<file path="src/rtl/cse_pkg.sv">
// shared widths, register indexes, reset values and types of the can signal extractor
package cse_pkg;

  localparam int unsigned IdW      = 29;
  localparam int unsigned DataW    = 64;
  localparam int unsigned BytesW   = 4;
  localparam int unsigned StartW   = 6;
  localparam int unsigned LenW     = 7;
  localparam int unsigned FmtW     = 2;
  localparam int unsigned DescW    = 15;
  localparam int unsigned CountW   = 4;
  localparam int unsigned CfgIdxW  = 3;
  localparam int unsigned ByteW    = 8;

  localparam int unsigned DefMaxPayloadBytes = 8;
  localparam int unsigned DefMaxMuxIds       = 8;

  // register indexes
  localparam logic [CfgIdxW-1:0] RegTargetId   = 3'd0;
  localparam logic [CfgIdxW-1:0] RegSigStart   = 3'd1;
  localparam logic [CfgIdxW-1:0] RegSigLength  = 3'd2;
  localparam logic [CfgIdxW-1:0] RegSigFormat  = 3'd3;
  localparam logic [CfgIdxW-1:0] RegMuxEnable  = 3'd4;
  localparam logic [CfgIdxW-1:0] RegMuxDesc    = 3'd5;
  localparam logic [CfgIdxW-1:0] RegMuxIds     = 3'd6;
  localparam logic [CfgIdxW-1:0] RegMuxIdCount = 3'd7;

  // reset values
  localparam logic [IdW-1:0]    RstTargetId  = '0;
  localparam logic [StartW-1:0] RstSigStart  = '0;
  localparam logic [LenW-1:0]   RstSigLength = 7'd8;
  localparam logic [FmtW-1:0]   RstSigFormat = 2'd1;

  // result of one field extraction
  typedef struct packed {
    logic             valid;
    logic [DataW-1:0] value;
  } cse_field_t;

endpackage

</file>
<file path="src/rtl/cse_field_extract.sv">
// extracts one intel or motorola bit field from a can payload, with sign extension
module cse_field_extract import cse_pkg::*; (
  input  logic [DataW-1:0]  data_i,
  input  logic [BytesW-1:0] nbytes_i,
  input  logic [StartW-1:0] start_i,
  input  logic [LenW-1:0]   len_i,
  input  logic              intel_i,
  input  logic              sgn_i,
  output cse_field_t        field_o
);

  logic [DataW-1:0] moto_data;
  logic [DataW-1:0] src;
  logic [DataW-1:0] shifted;
  logic [DataW-1:0] mask;
  logic [DataW-1:0] raw;
  logic [7:0]       end_pos;
  logic [7:0]       limit;
  logic [7:0]       start_p1;
  logic [7:0]       moto_shift;
  logic [StartW-1:0] shift;
  logic [StartW-1:0] sign_idx;
  logic             len_full;
  logic             valid;

  // motorola numbering counts bits from the msb of each byte
  for (genvar b = 0; b < DataW / ByteW; b++) begin : g_byte
    for (genvar k = 0; k < ByteW; k++) begin : g_bit
      assign moto_data[b*ByteW + k] = data_i[b*ByteW + (ByteW - 1 - k)];
    end
  end

  always_comb begin
    end_pos    = 8'({2'b00, start_i}) + 8'({1'b0, len_i});
    limit      = 8'({nbytes_i, 3'b000});
    start_p1   = 8'({2'b00, start_i}) + 8'd1;
    moto_shift = start_p1 - 8'({1'b0, len_i});
    valid      = (len_i != '0) && (end_pos <= limit) && (intel_i || (start_p1 >= 8'({1'b0, len_i})));

    src      = intel_i ? data_i : moto_data;
    shift    = intel_i ? start_i : moto_shift[StartW-1:0];
    shifted  = src >> shift;
    len_full = (len_i >= LenW'(DataW));
    mask     = len_full ? '1 : ((DataW'(1) << len_i) - DataW'(1));
    raw      = shifted & mask;
    sign_idx = StartW'(len_i - LenW'(1));
    if (sgn_i && !len_full && raw[sign_idx]) begin
      raw = raw | ~mask;
    end

    field_o.valid = valid;
    field_o.value = valid ? raw : '0;
  end

endmodule

</file>
<file path="src/rtl/cse_mux_match.sv">
// compares the multiplexer value against the configured list of accepted ids
module cse_mux_match import cse_pkg::*; #(
  parameter int unsigned MAX_MUX_IDS = DefMaxMuxIds
) (
  input  logic [ByteW-1:0]  mux_value_i,
  input  logic [DataW-1:0]  mux_ids_i,
  input  logic [CountW-1:0] mux_id_count_i,
  output logic              hit_o
);

  logic [CountW-1:0]      count;
  logic [MAX_MUX_IDS-1:0] lane_hit;

  assign count = (mux_id_count_i > CountW'(MAX_MUX_IDS)) ? CountW'(MAX_MUX_IDS) : mux_id_count_i;

  for (genvar k = 0; k < MAX_MUX_IDS; k++) begin : g_lane
    assign lane_hit[k] = (CountW'(k) < count) && (mux_ids_i[k*ByteW +: ByteW] == mux_value_i);
  end

  assign hit_o = |lane_hit;

endmodule

</file>
<file path="src/rtl/can_signal_extractor.sv">
// top level of the can signal extractor: config registers, input and result stages
// Usage:
//   Frames enter on the input channel (in_valid_i / in_stall_o) with identifier,
//   flags, payload and byte count. Only frames whose identifier equals target_id
//   produce a transaction on the output channel (out_valid_o / out_stall_i);
//   with the multiplexer check on, the frame must also carry an accepted mux id.
//   The result holds the frame passed through, the extracted signal value and
//   an invalid flag for a field outside the payload.
//   An accepted frame first lands in the input register; the extraction and
//   match logic then loads the result register once that register is free,
//   which raises out_valid_o.
//   Throughput is one frame per cycle unless the receiver stalls; the rate is
//   set by the single pass of shift and compare logic between the two registers.
//   While the receiver stalls, the result register holds and one more frame
//   waits in the input register; non-matching frames drop and never stall.
//   Reset empties both stages and loads the register reset values.
//   Configuration is written through cfg_we_i / cfg_index_i / cfg_data_i while
//   no frame is in flight.
module can_signal_extractor import cse_pkg::*; #(
  parameter int unsigned MAX_PAYLOAD_BYTES = DefMaxPayloadBytes,
  parameter int unsigned MAX_MUX_IDS       = DefMaxMuxIds
) (
  input  logic               clk_i,
  input  logic               rst_ni,
  input  logic               cfg_we_i,
  input  logic [CfgIdxW-1:0] cfg_index_i,
  input  logic [DataW-1:0]   cfg_data_i,
  input  logic               in_valid_i,
  output logic               in_stall_o,
  input  logic [IdW-1:0]     frame_id_i,
  input  logic               extended_i,
  input  logic               remote_i,
  input  logic [DataW-1:0]   payload_i,
  input  logic [BytesW-1:0]  payload_bytes_i,
  output logic               out_valid_o,
  input  logic               out_stall_i,
  output logic [IdW-1:0]     frame_id_out_o,
  output logic               extended_out_o,
  output logic               remote_out_o,
  output logic [DataW-1:0]   payload_out_o,
  output logic [DataW-1:0]   value_bits_o,
  output logic               value_invalid_o
);

  // configuration registers
  logic [IdW-1:0]    target_id_q;
  logic [StartW-1:0] sig_start_q;
  logic [LenW-1:0]   sig_length_q;
  logic [FmtW-1:0]   sig_format_q;
  logic              mux_enable_q;
  logic [DescW-1:0]  mux_desc_q;
  logic [DataW-1:0]  mux_ids_q;
  logic [CountW-1:0] mux_id_count_q;

  always_ff @(posedge clk_i or negedge rst_ni) begin
    if (!rst_ni) begin
      target_id_q    <= RstTargetId;
      sig_start_q    <= RstSigStart;
      sig_length_q   <= RstSigLength;
      sig_format_q   <= RstSigFormat;
      mux_enable_q   <= 1'b0;
      mux_desc_q     <= '0;
      mux_ids_q      <= '0;
      mux_id_count_q <= '0;
    end else if (cfg_we_i) begin
      unique case (cfg_index_i)
        RegTargetId:   target_id_q    <= cfg_data_i[IdW-1:0];
        RegSigStart:   sig_start_q    <= cfg_data_i[StartW-1:0];
        RegSigLength:  sig_length_q   <= cfg_data_i[LenW-1:0];
        RegSigFormat:  sig_format_q   <= cfg_data_i[FmtW-1:0];
        RegMuxEnable:  mux_enable_q   <= cfg_data_i[0];
        RegMuxDesc:    mux_desc_q     <= cfg_data_i[DescW-1:0];
        RegMuxIds:     mux_ids_q      <= cfg_data_i;
        RegMuxIdCount: mux_id_count_q <= cfg_data_i[CountW-1:0];
        default: ;
      endcase
    end
  end

  // input stage
  logic              s1_valid_q, s1_valid_d;
  logic [IdW-1:0]    s1_id_q;
  logic              s1_ext_q;
  logic              s1_rtr_q;
  logic [DataW-1:0]  s1_data_q;
  logic [BytesW-1:0] s1_nbytes_q;

  logic       in_accept;
  logic       s1_advance;
  logic       s2_ready;
  logic       keep;
  logic       mux_hit;
  cse_field_t mux_field;
  cse_field_t sig_field;
  logic [BytesW-1:0] nbytes_sat;

  assign nbytes_sat = (s1_nbytes_q > BytesW'(MAX_PAYLOAD_BYTES)) ?
                      BytesW'(MAX_PAYLOAD_BYTES) : s1_nbytes_q;

  cse_field_extract u_mux_extract (
    .data_i   (s1_data_q),
    .nbytes_i (nbytes_sat),
    .start_i  (mux_desc_q[5:0]),
    .len_i    (mux_desc_q[12:6]),
    .intel_i  (mux_desc_q[13]),
    .sgn_i    (mux_desc_q[14]),
    .field_o  (mux_field)
  );

  cse_mux_match #(
    .MAX_MUX_IDS (MAX_MUX_IDS)
  ) u_mux_match (
    .mux_value_i    (mux_field.value[ByteW-1:0]),
    .mux_ids_i      (mux_ids_q),
    .mux_id_count_i (mux_id_count_q),
    .hit_o          (mux_hit)
  );

  cse_field_extract u_sig_extract (
    .data_i   (s1_data_q),
    .nbytes_i (nbytes_sat),
    .start_i  (sig_start_q),
    .len_i    (sig_length_q),
    .intel_i  (sig_format_q[0]),
    .sgn_i    (sig_format_q[1]),
    .field_o  (sig_field)
  );

  assign keep = s1_valid_q && (s1_id_q == target_id_q) &&
                (!mux_enable_q || (mux_field.valid && mux_hit));

  assign s2_ready   = !out_valid_o || !out_stall_i;
  // a frame that gives no result leaves without waiting for the output side
  assign s1_advance = !s1_valid_q || !keep || s2_ready;
  assign in_stall_o = !s1_advance;
  assign in_accept  = in_valid_i && !in_stall_o;
  assign s1_valid_d = s1_advance ? in_valid_i : s1_valid_q;

  always_ff @(posedge clk_i or negedge rst_ni) begin
    if (!rst_ni) begin
      s1_valid_q <= 1'b0;
    end else begin
      s1_valid_q <= s1_valid_d;
    end
  end

  always_ff @(posedge clk_i) begin
    if (in_accept) begin
      s1_id_q     <= frame_id_i;
      s1_ext_q    <= extended_i;
      s1_rtr_q    <= remote_i;
      s1_data_q   <= payload_i;
      s1_nbytes_q <= payload_bytes_i;
    end
  end

  // result stage
  logic out_valid_q, out_valid_d;
  logic load_out;

  assign load_out    = keep && s2_ready;
  assign out_valid_d = s2_ready ? keep : out_valid_q;

  always_ff @(posedge clk_i or negedge rst_ni) begin
    if (!rst_ni) begin
      out_valid_q <= 1'b0;
    end else begin
      out_valid_q <= out_valid_d;
    end
  end

  always_ff @(posedge clk_i) begin
    if (load_out) begin
      frame_id_out_o  <= s1_id_q;
      extended_out_o  <= s1_ext_q;
      remote_out_o    <= s1_rtr_q;
      payload_out_o   <= s1_data_q;
      value_bits_o    <= sig_field.value;
      value_invalid_o <= !sig_field.valid;
    end
  end

  assign out_valid_o = out_valid_q;

  // stall only ever comes from a held matching frame
  a_stall_has_item: assert property (@(posedge clk_i) disable iff (!rst_ni)
    in_stall_o |-> (s1_valid_q && keep && out_valid_o && out_stall_i))
    else $error("input stalled without a blocked result");

  // a frame without result never blocks the input
  a_drop_no_stall: assert property (@(posedge clk_i) disable iff (!rst_ni)
    (s1_valid_q && !keep) |-> !in_stall_o)
    else $error("dropped frame stalls the input");

  // a matching frame moved forward shows up as a result
  a_keep_delivers: assert property (@(posedge clk_i) disable iff (!rst_ni)
    (keep && s2_ready) |=> out_valid_o)
    else $error("matching frame lost");

  // an invalid field reports a zero value
  a_invalid_zero: assert property (@(posedge clk_i) disable iff (!rst_ni)
    (out_valid_o && value_invalid_o) |-> (value_bits_o == '0))
    else $error("invalid field with nonzero value");

endmodule

</file>
<file path="config.mk">
export PLATFORM = sky130hd
export DESIGN_NAME = can_signal_extractor
export DESIGN_NICKNAME = d
export VERILOG_FILES = /design/src/rtl/cse_pkg.sv /design/src/rtl/cse_field_extract.sv /design/src/rtl/cse_mux_match.sv /design/src/rtl/can_signal_extractor.sv
export SDC_FILE = /design/constraint.sdc
export NUM_CORES = 1
export LEC_CHECK = 0
export BUFFER_PORTS_ARGS = -buffer_cell sky130_fd_sc_hd__buf_2
export CORE_MARGIN = 2
export CORE_UTILIZATION = 30
export CTS_BUF_LIST = sky130_fd_sc_hd__clkbuf_4 sky130_fd_sc_hd__clkbuf_8
export CTS_CLUSTER_DIAMETER = 120
export DETAILED_ROUTE_END_ITERATION = 7
export GPL_ROUTABILITY_DRIVEN = 0
export PLACE_DENSITY = 0.44
export SLEW_MARGIN = 30
export SYNTH_ARGS = -nofsm -noshare
export SYNTH_HDL_FRONTEND = slang
export SYNTH_SLANG_ARGS = --single-unit
</file>
<file path="constraint.sdc">
create_clock -name clk_i -period 38.1 [get_ports clk_i]
set_clock_uncertainty 0.1 [all_clocks]
set_input_delay 3.81 -clock clk_i [delete_from_list [all_inputs] [get_ports clk_i]]
set_output_delay 3.81 -clock clk_i [all_outputs]
set_load 0.01 [all_outputs]
</file>
After elaboration in Yosys (flattened, before gate mapping)
Cells that the tools add are included.

Bits in registers: 389. Bits of input ports: 171. Output and inout port bits: 162.

Bitwise logic cells: 6. Multiplexer cells: 15. Order comparisons: 18. Shifts and indexed selects: 4. Reductions and logical operators: 48. Eq/ne operators: 16. $add $sub $neg: 10.

Operators by type and width (count): 2-to-1 mux 64 bit (5); bitwise AND 64 bit (2); left shift 1 x 7 -> 64 bit, first input constant (2); >> shifter 64 x 6 -> 64 bit (2); subtractor 64 x 1 -> 64 bit, second input constant (2); equality test 8 bit (8); NOT 64 bit (1); bitwise OR 64 bit (1); equality test 29 bit (1); logical AND 1 bit (21); adder 6 x 7 -> 8 bit (2); less-or-equal comparator 8 x 7 -> 1 bit (2); < comparator 3 x 4 -> 1 bit, first input constant (4); 2-to-1 mux 8 bit (2); AND reduction 2 bit (8); adder 6 x 1 -> 7 bit, second input constant (2); greater-or-equal comparator 7 bit (2); greater-or-equal comparator 7 bit, second input constant (2); < comparator 6 x 7 -> 1 bit, second input constant (2); nonzero test 7 bit (2); binary-select mux 1 bit (select 6 bit) (2); equality test 3 bit, second input constant (4); 2-to-1 mux 6 bit (2); subtractor 6 x 1 -> 6 bit, second input constant (2); other kinds (14) (34).

Longest topological paths before layout
Word-level depth: 20. Gate-level depth with buffers: 25.

Hierarchy
A second synthesis with hierarchy kept.

Cell total of the unflattened synthesis: 4188. Area total of the unflattened synthesis: 36175.9 sq um.

Modules (own cells, without submodules): can_signal_extractor (area each 13028.7 sq um, seq. area each 11033.1 sq um, cells each 593, instances 1); cse_field_extract (u_sig_extract) (area each 11487.3 sq um, seq. area each 0.0 sq um, cells each 1792, instances 1); cse_field_extract (u_mux_extract) (area each 10781.6 sq um, seq. area each 0.0 sq um, cells each 1698, instances 1); cse_mux_match (area each 878.3 sq um, seq. area each 0.0 sq um, cells each 105, instances 1).

Worst setup path after synthesis
OpenSTA, ideal clock, no wires.

Kind: flip-flop to flip-flop. Start point: register mux_desc_q[1]. End point: register extended_out_o (enable). Setup slack: 20.496 ns. Cell stages (with the launch flop): 23. Period minus slack after synthesis: 17.604 ns. Data arrival time: 16.587 ns. Cell sequence: dfrtp_1 -> clkbuf_1 -> clkbuf_1 -> nand3_1 -> xnor2_1 -> ha_1 -> or4b_1 -> o311a_1 -> and3_1 -> buf_6 -> buf_2 -> a21oi_1 -> a31oi_1 -> or4_1 -> a221oi_1 -> nor4_1 -> a21oi_4 -> buf_6 -> nor3_2 -> or4b_4 -> nor4_4 -> a2111oi_2 -> a211oi_1.

Word-level cells in the longest chain between the ends: 17.

RTL lines: from (decl) (RTL line can_signal_extractor.sv:51) `logic [DescW-1:0] mux_desc_q;`; from (signal assigned) (RTL line can_signal_extractor.sv:72) `RegMuxDesc: mux_desc_q <= cfg_data_i[DescW-1:0];`; adder 6 x 1 -> 7 bit (RTL line cse_field_extract.sv:36) `start_p1 = 8'({2'b00, start_i}) + 8'd1;`; subtractor 6 bit (RTL line cse_field_extract.sv:37) `moto_shift = start_p1 - 8'({1'b0, len_i});`; 2-to-1 mux 6 bit (RTL line cse_field_extract.sv:41) `shift = intel_i ? start_i : moto_shift[StartW-1:0];`; >> shifter 64 x 6 -> 64 bit (RTL line cse_field_extract.sv:42) `shifted = src >> shift;`; bitwise AND 64 bit (RTL line cse_field_extract.sv:45) `raw = shifted & mask;`; binary-select mux 1 bit (select 6 bit) (RTL line cse_field_extract.sv:47) `if (sgn_i && !len_full && raw[sign_idx]) begin`; 2-to-1 mux 1 bit (not written as such) (RTL line cse_field_extract.sv:47); logical AND 1 bit (RTL line cse_field_extract.sv:47); [2 not listed]; equality test 8 bit (RTL line cse_mux_match.sv:17) `assign lane_hit[k] = (CountW'(k) < count) && (mux_ids_i[k*ByteW +: ByteW] == mux_value_i);`; logical AND 1 bit (RTL line cse_mux_match.sv:17); OR reduction 8 bit (RTL line cse_mux_match.sv:20) `assign hit_o = |lane_hit;`; logical AND 1 bit * (RTL line can_signal_extractor.sv:130) `(!mux_enable_q || (mux_field.valid && mux_hit));`; logical OR 1 bit * (RTL line can_signal_extractor.sv:130); logical AND 1 bit * (RTL line can_signal_extractor.sv:129) `assign keep = s1_valid_q && (s1_id_q == target_id_q) &&`; logical AND 1 bit * (RTL line can_signal_extractor.sv:161) `assign load_out = keep && s2_ready;`; net load_out (RTL line can_signal_extractor.sv:159) `logic load_out;`; to (signal assigned) (RTL line can_signal_extractor.sv:175) `extended_out_o <= s1_ext_q;`; to (decl) (RTL line can_signal_extractor.sv:38) `output logic extended_out_o,`.

Mark *: on every way through the listed nets, which the timed path passes. The rest lies on a longest branch. The select of a mux whose other input is x is not followed. A chain may end at the register's enable or synchronous reset.

Worst setup path after layout
Start point: register mux_desc_q[0]. End point: output port in_stall_o.

Word-level cells in the longest chain between the ends: 20.

RTL lines: adder 6 x 1 -> 7 bit (RTL line cse_field_extract.sv:36); subtractor 6 bit (RTL line cse_field_extract.sv:37); 2-to-1 mux 6 bit (RTL line cse_field_extract.sv:41); >> shifter 64 x 6 -> 64 bit (RTL line cse_field_extract.sv:42); bitwise AND 64 bit (RTL line cse_field_extract.sv:45); binary-select mux 1 bit (select 6 bit) (RTL line cse_field_extract.sv:47); 2-to-1 mux 1 bit (not written as such) (RTL line cse_field_extract.sv:47); logical AND 1 bit (RTL line cse_field_extract.sv:47); [3 not listed]; logical AND 1 bit (RTL line cse_mux_match.sv:17); OR reduction 8 bit (RTL line cse_mux_match.sv:20); logical AND 1 bit * (RTL line can_signal_extractor.sv:130); logical OR 1 bit * (RTL line can_signal_extractor.sv:130); logical AND 1 bit * (RTL line can_signal_extractor.sv:129); zero test 1 bit * (RTL line can_signal_extractor.sv:134) `assign s1_advance = !s1_valid_q || !keep || s2_ready;`; logical OR 1 bit * (2 in series) (RTL line can_signal_extractor.sv:134); zero test 1 bit * (RTL line can_signal_extractor.sv:135) `assign in_stall_o = !s1_advance;`; to (decl) (RTL line can_signal_extractor.sv:29) `output logic in_stall_o,`.

Mark *: on every way between the ends. The rest lies on a longest branch, timed or not. The select of a mux whose other input is x is not followed.

==> out/results.ini <==
[synth]
syn-instance-count=3960
synth_cell_types=127
netlist.area_leader.share=0.218
synthesis.area_um2=35700
ys_seq_elements=389
synth_top_cells_by_area=edfxtp_1, dfrtp_1, mux2i_1
ys_warn_count=0
ys_async_sr_fraction=0.334
seq_area_frac_synth=0.309
yosys.area.top_type=edfxtp_1
syn_nets=4182
synth_common_cells=nor2_1, nand2_1, edfxtp_1, mux2i_1, a21oi_1
yosysMostFrequentCell=nor2_1
synthFlopType=edfxtp_1
syn_avg_cell_area_um2=9.01
synth_edf_count=259

[flow_run]
drv_cap=0

[floorplanning]
start_util=0.302
dieArea_um2=122000
die_h_um=349
fp.dieW_um=349
ios=333
rows=126
core_area_um2=118000

[timing]
fin_crit_sh=0.324
final-max-slew-violation-count=0
finalSetupTns_ps=0
min_period_ps=12330
grt_setup_unrepaired=false
setup_ws_ps=25770
setup_viol=0
clock.fmax_mhz=81.1
finalHoldViolations=0
worst_slew_pin_slew_ps=1200
slew_headroom=0.191

[routing]
routed_via_density=6.40
drt_wl_total_um=170000
remaining_drc_errors=0
drt_iter0_drc=4897
wl_per_cell_um=29.7
dr_total_vias=36624
drt_pass1_iterations=7
ant_nets=0

[power]
powerDensity_nw_per_um2=99.3
p_leak_nw=14.6
vdd_drop_max_v=0.0000597

[setup_path]
cp-start-kind=flip-flop
crit_family=compound AO/OA/AOI/OAI gates
slowest_stage=a2111oi_0
arrival_ps=8420
end_kind=output port
critPathBufInv=5
cp_common_cell=buf_4
crit_fanout=47
crit_type=reg -> out
crit_chain=buf_4, ha_1, xor2_1, ha_1, xor2_1, buf_4, o21ai_4, buf_4, o21ai_1, o22ai_1, a21oi_1, a2111oi_0, a211oi_1, a22oi_1, a31o_1, a211oi_4, buf_6, a221o_1, a31o_1, o311a_4, a211oi_1, buf_2
cp.required_ps=34190
max_stage_delay_ps=940

[placement]
placed_cell_area_um2=38600
io_buffers=332
dp_slack_ps=26780
placedCellCount=5584
hpwlAfterDp_um=125000

[clock_tree]
clk_path_buf_depth=3
cts-hold-fix-buffers=0
post_cts_buffers=0
root_buffer=clkbuf_8
clk_latency_ps=740
post_cts_resized=0
htreeDepth=3
clock_sinks=389
cts_tree=done
cts.clk_slew.worst_paths_ps=70
cts_buffers=72

[worst_hold_path]
hold_path_class=reg -> reg

[layout]
n_fill_cell=12387
fin_cells=5720
synthToLayoutAreaGrowth_pct=12.5
drive_gt1_frac=0.217
post-route-util=0.340
multi_input_area_um2=23000
design_area_um2=40200
ff_latch_area_um2=11000
nets=4345

[outcome]
outcome=completed

[global_route]
antenna_found_initial=8
grt_pass1_vias=34756
grt_use_total=0.269
grt_max_degree=70
grt_overflow=0
grt_pass1_wl_um=245000

[where the power goes]
| part | total (W) | internal (W) | switching (W) |
|---|---|---|---|
| sequential | 0.000595 | 0.000509 | 0.0000860 |
| clock | 0.000432 | 0.000236 | 0.000195 |
| combinational | 0.00296 | 0.000933 | 0.00203 |
[layout make-up]
class                           count  area share
Multi-Input combinational cell   3182       0.573
Sequential cell                   389       0.275
Timing Repair Buffer              434      0.0614
Tap cell                         1536      0.0479
Clock buffer                       90      0.0285
Clock inverter                     38     0.00925
Inverter                           44     0.00417
Antenna cell                        7    0.000436
[sequential cells by signal (all words and copies together) (netlist names), 2 cells and up]
| signal | flops |
|---|---|
| sig_start_q | 6 |
| mux_ids_q | 64 |
| s1_data_q | 64 |
| frame_id_out_o | 29 |
| mux_id_count_q | 4 |
| payload_out_o | 64 |
| sig_format_q | 2 |
| sig_length_q | 7 |
| mux_desc_q | 15 |
| value_bits_o | 64 |
| s1_id_q | 29 |
| target_id_q | 29 |
| s1_nbytes_q | 4 |
[cell usage in the layout (no fill, tap or decap), drive strengths merged, types with 99 or more instances in the layout]
cell type / Yosys / final
dfrtp: 128 / 128
o211ai: 151 / 151
o21ai: 196 / 196
nor2: 308 / 308
mux2: 175 / 175
nor3: 143 / 143
mux2i: 237 / 237
a21oi: 229 / 229
nand2: 304 / 304
buf: 182 / 434
nand3: 154 / 154
o22ai: 99 / 99
edfxtp: 259 / 259
[metrics by stage]
stage / hold slack [ps] / power, W
after detailed placement: 307 / 0.00344
after global routing: 335 / 0.00415
after floorplan: 300 / 0.00248
after CTS: 321 / 0.00389
after global placement: 302 / 0.00345
final: 318 / 0.00399
[layer usage]
layer  share of wire  vias to the layer above  track usage  wire length, um
met5        0.000047                        -            0                8
met4           0.052                        2        0.129             8750
met3           0.090                      462       0.0492            15300
met2            0.44                     2287        0.412            74600
met1            0.42                    17925        0.363            71200
li1                -                    15948            -                -
[kinds of logic (layout without fill, tap and decap cells)]
group | count (synthesis) | in the layout | synth area share
AO/OA/AOI/OAI | 1279 | 1279 | 0.254
multiplexers | 474 | 474 | 0.161
AND/OR/NAND/NOR | 1268 | 1268 | 0.179
other | 0 | 7 | 0
flip-flops | 389 | 389 | 0.309
adder cells (fa/ha/maj) | 51 | 51 | 0.0187
buffers and inverters | 389 | 606 | 0.0510
XOR/XNOR | 110 | 110 | 0.0275
[worst paths after layout]
kind                       depth (start not counted)                           to                 startpoint  slack [ps]
max in group asynchronous                          2   mux_desc_q[13]$_DFFE_PN0P_                     rst_ni       33510
max reg2reg                                       24  payload_out_o[37]$_DFFE_PP_  mux_desc_q[0]$_DFFE_PN0P_       27970
max                                               22                   in_stall_o  mux_desc_q[0]$_DFFE_PN0P_       25770
min in group asynchronous                          1    mux_ids_q[56]$_DFFE_PN0P_                     rst_ni        2980
min                                                0       remote_out_o$_DFFE_PP_         s1_rtr_q$_DFFE_PP_         320
min reg2reg                                        0       remote_out_o$_DFFE_PP_         s1_rtr_q$_DFFE_PP_         320
[worst reg2reg max path: stages (launching register included)]
cell and delay (ps):
dfrtp_2 340, buf_4 540, ha_1 330, xor2_1 160
ha_1 370, xor2_1 210, buf_4 210, o21ai_4 390
buf_4 580, o21ai_1 230, o22ai_1 810, a21oi_1 160
a2111oi_0 940, a211oi_1 200, a22oi_1 230, a31o_1 270
a211oi_4 180, buf_6 200, a221o_1 330, a31o_1 190
o311a_4 400, a211oi_4 200, buf_4 480, buf_4 730
buf_4 820
Power figures use the tool's default switching activity.
